===== src/hrl_div.sv =====
`default_nettype none
// restoring divider, one quotient bit per cycle
module hrl_div #(
  parameter int NUM_W = 48,
  parameter int DEN_W = 16
) (
  input  wire logic             clk,
  input  wire logic             rst_n,
  input  wire logic             start,
  input  wire logic [NUM_W-1:0] num,
  input  wire logic [DEN_W-1:0] den,
  output logic                  done,
  output logic [NUM_W-1:0]      quo
);
  localparam int CNT_W = $clog2(NUM_W + 1);

  logic [NUM_W-1:0] q_r, q_nxt;
  logic [DEN_W:0]   rem_r, rem_nxt;
  logic [DEN_W-1:0] den_r, den_nxt;
  logic [CNT_W-1:0] cnt_r, cnt_nxt;
  logic             busy_r, busy_nxt;
  logic             done_r, done_nxt;
  logic [DEN_W:0]   trial;

  always_comb begin
    q_nxt    = q_r;
    rem_nxt  = rem_r;
    den_nxt  = den_r;
    cnt_nxt  = cnt_r;
    busy_nxt = busy_r;
    done_nxt = 1'b0;
    trial    = {rem_r[DEN_W-1:0], q_r[NUM_W-1]};
    if (start) begin
      q_nxt    = num;
      rem_nxt  = '0;
      den_nxt  = den;
      cnt_nxt  = CNT_W'(NUM_W);
      busy_nxt = 1'b1;
    end else if (busy_r) begin
      if (trial >= {1'b0, den_r}) begin
        rem_nxt = trial - {1'b0, den_r};
        q_nxt   = {q_r[NUM_W-2:0], 1'b1};
      end else begin
        rem_nxt = trial;
        q_nxt   = {q_r[NUM_W-2:0], 1'b0};
      end
      cnt_nxt = cnt_r - 1'b1;
      if (cnt_r == CNT_W'(1)) begin
        busy_nxt = 1'b0;
        done_nxt = 1'b1;
      end
    end
  end

  always_ff @(posedge clk) begin
    if (!rst_n) begin
      busy_r <= 1'b0;
      done_r <= 1'b0;
      cnt_r  <= '0;
    end else begin
      busy_r <= busy_nxt;
      done_r <= done_nxt;
      cnt_r  <= cnt_nxt;
    end
    q_r   <= q_nxt;
    rem_r <= rem_nxt;
    den_r <= den_nxt;
  end

  assign done = done_r;
  assign quo  = q_r;
endmodule
`default_nettype wire


===== config.mk =====
export PLATFORM = sky130hd
export DESIGN_NAME = hrl_div
export DESIGN_NICKNAME = d
export VERILOG_FILES = /design/src/hrl_div.sv
export SDC_FILE = /design/constraint.sdc
export NUM_CORES = 1
export LEC_CHECK = 0
export BUFFER_PORTS_ARGS = -buffer_cell sky130_fd_sc_hd__buf_2
export CAP_MARGIN = 20
export CORE_MARGIN = 3
export CORE_UTILIZATION = 36
export DETAILED_ROUTE_END_ITERATION = 16
export GPL_TIMING_DRIVEN = 0
export PLACE_DENSITY = 0.63
export SLEW_MARGIN = 10
export SYNTH_ARGS = -nofsm -noshare
export SYNTH_HDL_FRONTEND = slang
export SYNTH_SLANG_ARGS = --single-unit

===== constraint.sdc =====
create_clock -name clk -period 4.9 [get_ports clk]
set_clock_uncertainty 0.2 [all_clocks]
set_input_delay 0.98 -clock clk [delete_from_list [all_inputs] [get_ports clk]]
set_output_delay 0.98 -clock clk [all_outputs]
set_load 0.01 [all_outputs]

-- Word level (Yosys, flattened, before mapping)
Cells that the tools add are included.
- eq/ne operators: 1
- bitwise operators: 2
- mux-type cells: 10
- $add $sub $neg: 2
- reduce and logical (&&, ||, !) cells: 3
- order comparisons: 1
- operators by type and width (operator ; count):
    48-bit two-way mux ; 2
    17-bit by 16-bit >= comparator with 1-bit output ; 1
    16-bit two-way mux ; 1
    16-bit subtractor ; 1
    6-bit two-way mux ; 2
    6-bit by 1-bit equality test with 1-bit output, second input constant ; 1
    6-bit by 1-bit subtractor with 6-bit output, second input constant ; 1
    1-bit two-way mux ; 5
    3-bit OR reduction ; 1
    1-bit NOT ; 2
    2-bit nonzero test ; 1
    2-bit OR reduction ; 1
- register bits after elaboration: 88
- input bits: 67
- logic and storage cells: 26

-- Logic depth before layout (Yosys ltp)
Gate-level depths: netlist of the first run.
- word-level depth: 4
- gate-level depth with buffers: 11
- depth with buffers taken out: 10

-- Worst setup path before layout of the first run
OpenSTA, ideal clock, no wires.
- path kind: input -> register
- from: input start
- to: register q_r[0] (netlist: quo[0]), enable pin
- data required time: 4.293 ns
- slack: 1.870 ns
- stages on the path: 3
- arrival time: 2.424 ns
- buffers on the path: 1
- cells stage by stage: clkbuf_1 -> clkinv_1 -> nand2_1
- word-level cells in the longest chain between the ends: 1
- ends and longest elaborated chain (element ; line ; text):
    start, declared ; 9 ; input wire logic start,
    2-bit nonzero test (no line) ; -- ;
    end signal, assigned ; 65 ; q_r <= q_nxt;
    end, declared ; 17 ; logic [NUM_W-1:0] q_r, q_nxt;
No other way between the ends.
A chain may end at the register's enable or synchronous reset.

-- Final worst setup path of the first run
- from: input start
- to: register q_r[43] (netlist: quo[43]), enable pin
Same word-level chain as after synthesis.

==> impl_metrics.ini, run 1 <==
[route]
wl_per_cell_um = 16.1
wl_um = 10700
num_vias = 3329
route.detailed.drc = 0
drt_pass1_iterations = 4
viasPerCell = 4.98
drt_iter0_markers = 111
postRouteAntennaNets = 0

[sta]
fin_ws_ns = 2.00
finalMaxSlewViolations = 0
maxSlewHeadroom_pct = 58.0
setup_viol_count_final = 0
holdWs_ns = 0.304
fin_crit_sh_pct = 59.1
worst_slew_pin_slew_ns = 0.630
max_clock_freq_ghz = 0.345
grt_setup_unrepaired = false
fin_tns_setup_ns = 0
hold_viol = 0
period_minus_slack_ns = 2.90

[yosys]
ys_warn_count = 0
synth_fp_nets = 454
synth_top_family_by_area = multiplexers
synth_xor_area_share_pct = 3.28
synth-main-ff-cell = edfxtp_1
ys_seq_area_share_pct = 53.0
async_reset_ff_share_pct = 0
synth_compound_area_share_pct = 10.1
ys_ff_latch = 88
synth_mux_area_share_pct = 13.7
synthDistinctLibCells = 55
synth_cells = 368
synth_edf_count = 64
synth.avg_cell_area_um2 = 12.3
synth_simple_gate_area_share_pct = 9.35
yosys.area_share.adder_pct = 5.41
synth_area_um2 = 4530

[critical_path]
crit_path_max_incr_delay_ns = 0.48
cp-end-kind = flip-flop
path_buf_inv = 4
worstPathArrival_ns = 2.74
rr_endpoint = rem_r[6]$_SDFFE_PP0P_
cp.required_ns = 4.74
worst-setup-path-type = in -> reg
cpLargestDelayFamily = buffers and inverters
critPathMaxFanout = 30
cp_num_cells = 5
r2r_start = den_r[1]$_DFFE_PP_
cp-startpoint = start
crit_end = quo[43]$_DFFE_PP_
critical-path-slowest-cell = nand2_2
critPathLaunchType = primary input
r2r.worst_path.cells = 10
cp_cell_sequence = buf_2 > clkbuf_1 > clkinv_1 > nand2_2 > buf_12
ff2ff_setup_slack_ns = 2.15

[placed_design]
place_inst = 652
numPortBuffers = 115
hpwl_um = 7730
gp_congestion = 0.861
dp_slack_ns = 1.61

[pwr]
internal-power_mw = 1.53
sw_frac_of_total_pct = 26.6
ir_drop_v = 0.000276
power.net_switching_mw = 0.554
p_per_area_nw_per_um2 = 367
clkPwrFrac_pct = 36.0
seqPwrFrac_pct = 44.3
power_leakage_nw = 2.33
combPwrFrac_pct = 19.7
p_total_mw = 2.08

[floorplan]
io_pins = 116
fp.dieW_um = 118
core-area_um2 = 12200
dieArea_um2 = 14000
die_h_um = 118
rows = 40
initial_utilization_pct = 37.3

[clocking]
cts_tree = built
ctsHtreeMaxLevel = 3
cts_hold_buf = 0
post-cts-setup-buffers = 0
clkTransAtPathRegs_ns = 0.07
cts_buffers = 9
post_cts_resized = 0
cts-root-buf = clkbuf_16
cts_buffer_depth = 2
cts.sinks = 88
worstSkewPairLatency_ns = 0.35

[layout]
fillers = 1136
layout-drive-gt1-share_pct = 40.4
layout.nets = 581
finalNonFillerCells = 668
diodes = 0
syn_to_final_growth_pct = 24.9

[global_route]
grtUsageMet1_pct = 18.9
busiest_layer = met2
antenna_found_initial = 0
grt_pass1_wl_um = 17200
grtUsageMet2_pct = 24.3
gr-usage-all-layers_pct = 15.4
first_global_vias = 3348
grt_max_degree = 31
grt.met3_usage_pct = 7.70
grt_overflow_total = 0

[outcome]
status = finished, final reports clean

[worst_hold_path]
holdCritPathClass = reg -> reg

[job]
cap_viol_max_count = 0
==> sequential cells by signal, indices dropped and copies added (netlist names) <==
register,cells
busy_r,1
cnt_r,6
den_r,16
done,1
quo,48
rem_r,16
==> how the worst min path moves through the flow <==
| stage | startpoint | to | slack, ns | depth (start not counted) |
|---|---|---|---|---|
| 2_1_floorplan | cnt_r[1]$_SDFFE_PP0P_ | cnt_r[1]$_SDFFE_PP0P_ | 0.27 | 2 |
| 3_3_place_gp | cnt_r[1]$_SDFFE_PP0P_ | cnt_r[1]$_SDFFE_PP0P_ | 0.28 | 2 |
| 3_5_place_dp | cnt_r[1]$_SDFFE_PP0P_ | cnt_r[1]$_SDFFE_PP0P_ | 0.29 | 2 |
| 4_1_cts | cnt_r[1]$_SDFFE_PP0P_ | cnt_r[1]$_SDFFE_PP0P_ | 0.30 | 2 |
| 5_1_grt | cnt_r[1]$_SDFFE_PP0P_ | cnt_r[1]$_SDFFE_PP0P_ | 0.33 | 2 |
| 6_report | cnt_r[1]$_SDFFE_PP0P_ | cnt_r[1]$_SDFFE_PP0P_ | 0.30 | 2 |
==> cells in the mapped netlist, drive strengths merged (2+ instances only) <==
cell type   n  area share [%]
edfxtp     64              42
mux2       49              12
nor2       32             2.6
dfxtp      24              11
inv        21             1.7
ha         18             5.0
a21oi      16             1.8
nand2      15             1.2
a211oi     11             1.9
clkbuf     11             2.2
o21ai      11             1.2
xnor2       9             1.7
xor2        8             1.5
buf         7             1.1
mux2i       7             1.5
nand3       7            0.77
nand2b      5            0.74
nor3        5            0.55
nor4        5            0.97
o31a        4            0.77
a21boi      3            0.50
a311oi      3            0.58
and3        3            0.55
nand4       3            0.41
nor2b       3            0.58
o31ai       3            0.50
a21o        2            0.36
nor4b       2            0.39
o21a        2            0.33
==> placed cells by master, fill, tap and decap left out, drive strengths merged, types with 2 or more instances in the layout <==
cell type	Yosys	routed
buf	7	123
edfxtp	64	64
mux2	49	49
nor2	32	32
dfxtp	24	24
inv	21	23
clkbuf	11	21
ha	18	18
a21oi	16	16
nand2	15	15
o21ai	11	11
a211oi	11	11
xnor2	9	9
xor2	8	8
nand3	7	7
mux2i	7	7
nor3	5	5
nand2b	5	5
nor4	5	5
o31a	4	4
nand4	3	3
a21boi	3	3
a311oi	3	3
o31ai	3	3
nor2b	3	3
and3	3	3
nor4b	2	2
o21a	2	2
bufinv	0	2
clkinv	1	2
a21o	2	2
==> logic make-up after synthesis <==
group / count (synthesis)
compound gates: 65
mux: 56
xor+xnor: 17
buf+inv: 40
flops: 88
simple gates: 83
fa+ha+maj: 19
==> per-layer routing <==
metal,vias to the layer above,routed length (µm)
met5,-,0
met4,0,82
met3,6,1100
met2,123,4850
met1,1580,4710
li1,1620,-
==> worst reg2reg max path, cell delays in order, from the launching register on <==
cell and delay, ns:
edfxtp_1 0.41, inv_1 0.07, ha_1 0.23, nor2b_4 0.14
o211a_1 0.23, o31a_1 0.34, o211ai_2 0.28, a21oi_2 0.16
buf_6 0.18, a311oi_1 0.28, o31a_1 0.17
==> power groups by stage <==
| stage | Combinational (mW) | Clock (mW) | Sequential, mW |
|---|---|---|---|
| final | 0.410 | 0.748 | 0.920 |
| after detailed placement | 0.410 | 0 | 0.935 |
| after global placement | 0.399 | 0 | 0.936 |
| after global routing | 0.450 | 0.795 | 0.930 |
| after CTS | 0.412 | 0.764 | 0.921 |
| after floorplan | 0.255 | 0 | 0.952 |
==> per-stage QoR <==
step                      cell area [µm²]  utilization (%)
final                                5660             46.6
after global routing                 5660             46.6
after CTS                            5660             46.6
after detailed placement             5340             43.9
after global placement               5320             43.7
after floorplan                      4530                -
==> area by class of cell <==
class / count / area, µm² / area share (%)
clock inverter: 6 / 90.1 / 1.59
timing repair buffer: 116 / 596 / 10.5
sequential: 88 / 2400 / 42.4
multi-input combinational: 240 / 1900 / 33.6
inverter: 22 / 82.6 / 1.46
tap: 168 / 210 / 3.71
buffer: 18 / 151 / 2.67
clock buffer: 10 / 229 / 4.04
Power figures use the tool's default switching activity.
==> inputs of run 2 (changes only) <==
- PLACE_DENSITY: 0.63 -> 0.65
- clock period: 4.9 -> 2.4 ns (I/O delays scaled with it)
==> run 2 against run 1 <==
Effect of this change: die area is the same; critical path depth increased by 5; sequential cell count stayed put; the run now ends with setup timing left; non-clock buffer count grew 8; register-to-register slack worse by 2.4 ns; clock power increased by 84%; highest routed layer unchanged; cell count is 1.2% higher; critical path type is now reg -> reg; power rose by 110%; via count increased by 2.2%; largest power group unchanged.
==> impl_metrics.ini, run 2 (synthesized netlist as in run 1, its figures left out) <==
[sta]
hold_viol = 0
worst_slew_pin_slew_ns = 0.737
period_minus_slack_ns = 2.61
grt_setup_unrepaired = true
setup_viol_count_final = 17
max_clock_freq_ghz = 0.384
fin_crit_sh_pct = 109
maxSlewHeadroom_pct = 50.9
fin_ws_ns = -0.206
finalMaxSlewViolations = 0

[layout]
largest_reg_flops = 48
diodes = 0
layout.nets = 589
final_common_cell = buf_2
syn_to_final_growth_pct = 32.6
layout-drive-gt1-share_pct = 49.4
final_area_um2 = 6010
mostFrequentLayoutCells = buf_2, edfxtp_1, mux2_2
final_core_util_pct = 49.4

[outcome]
violations = setup timing
status = finished, violations left

[global_route]
grt_overflow_total = 0
grtUsageMet1_pct = 19.3
grt_pass1_wl_um = 18200
busiest_layer = met2
grtUsageMet2_pct = 26.2
antenna_found_initial = 0
gr-usage-all-layers_pct = 16.2
grt_max_degree = 49
grt.met3_usage_pct = 6.84
first_global_vias = 3570

[critical_path]
cp-end-kind = flip-flop
critPathLaunchType = flip-flop
cp.required_ns = 2.40
worstPathArrival_ns = 2.60
worst-setup-path-type = reg -> reg
critPathMaxFanout = 7

[placed_design]
hpwl_um = 7870
gp_congestion = 0.818
dpl_cell_area_um2 = 5320
dp_slack_ns = -0.605
numPortBuffers = 115

[floorplan]
dieArea_um2 = 14000
io_pins = 116
die_h_um = 118
core-area_um2 = 12200
rows = 40
fp.dieW_um = 118
initial_utilization_pct = 37.3

[clocking]
worstSkewPairLatency_ns = 0.35
ctsHtreeMaxLevel = 3
cts.sinks = 88
cts_tree = built
cts-root-buf = clkbuf_16
cts_buffers = 9
clkTransAtPathRegs_ns = 0.07
cts_buffer_depth = 2
cts_hold_buf = 0

[pwr]
sw_frac_of_total_pct = 29.5
seqPwrFrac_pct = 44.3
internal-power_mw = 3.01
ir_drop_v = 0.000482
p_per_area_nw_per_um2 = 710
combPwrFrac_pct = 23.2
power_leakage_nw = 2.40
power.net_switching_mw = 1.26
clkPwrFrac_pct = 32.4

[route]
viasPerCell = 5.03
wl_um = 11300
num_vias = 3402
wl_per_cell_um = 16.7
postRouteAntennaNets = 0
drt_iter0_markers = 206
drt_pass1_iterations = 5
route.detailed.drc = 0

[worst_hold_path]
holdCritPathClass = in -> reg

[job]
cap_viol_max_count = 0
run 2: cell types whose count changed in the layout (fill, tap and decap cells not counted), moves of 3 or more:
cell	delta
a311oi_1	-3
a211oi_2	+4
buf_4	+7
ha_1	-10
ha_4	+8
o21ai_0	-4
a311oi_2	+3
inv_1	-3
a211oi_1	-4
inv_2	+3
run 2: worst max-delay path, stage by stage (launching register included):
cell and delay [ns]:
edfxtp_1 0.41, inv_2 0.08, ha_4 0.19, nor2b_4 0.12, o211a_1 0.21, o31a_1 0.30
o211ai_4 0.28, a21oi_4 0.15, clkbuf_16 0.20, mux2i_1 0.21, a211oi_2 0.10
run 2: metrics by stage:
| stage | cells | TNS, ns | power, mW | hold slack (ns) |
|---|---|---|---|---|
| 2_1_floorplan | 368 | -0.145 | 2.46 | 0.269 |
| 3_3_place_gp | 651 | -36.59 | 2.72 | 0.285 |
| 3_5_place_dp | 651 | -39.15 | 2.74 | 0.298 |
| 4_1_cts | 671 | -3.01 | 4.20 | 0.0883 |
| 5_1_grt | 676 | -4.17 | 4.47 | 0.0886 |
| 6_report | 676 | -2.36 | 4.27 | 0.103 |
run 2: cell type report:
type / count / area [µm²]
Sequential cell: 88 / 2400
Clock buffer: 9 / 225
Timing Repair Buffer: 124 / 664
Tap cell: 168 / 210
Clock inverter: 7 / 61.3
Buffer: 18 / 163
Fill cell: 1095 / 6150
Multi-Input combinational cell: 240 / 2200
Inverter: 22 / 82.6
run 2: power by group through the flow:
stage	combinational (mW)	sequential, mW	clock (mW)
after CTS	0.887	1.89	1.42
after detailed placement	0.823	1.92	0
after global placement	0.811	1.91	0
after floorplan	0.522	1.94	0
final	0.991	1.89	1.38
after global routing	1.08	1.91	1.48
run 2: metal layers:
layer,vias up,share of wire [%]
li1,1635,-
met1,1624,41
met2,128,48
met3,15,9.2
met4,0,1.7
met5,-,0
run 2: final timing paths:
check	start	end	slack, ns	cells after the start
setup reg to reg	den_r[1]$_DFFE_PP_	rem_r[4]$_SDFFE_PP0P_	-0.21	10
hold / removal	den[10]	den_r[10]$_DFFE_PP_	0.10	1
hold reg to reg	cnt_r[1]$_SDFFE_PP0P_	cnt_r[1]$_SDFFE_PP0P_	0.31	2
setup / recovery	den_r[1]$_DFFE_PP_	rem_r[4]$_SDFFE_PP0P_	-0.21	10
run 2: repair_timing:
| action | 4_1_cts | 5_1_grt |
|---|---|---|
| gates resized for setup | 21 | 44 |
| setup endpoints to repair | 65 | 75 |
| buffers inserted | 3 | 4 |
| gates cloned | 1 | 1 |
| pin swaps | 7 | 12 |
| endpoints found under the hold margin | 0 | 0 |
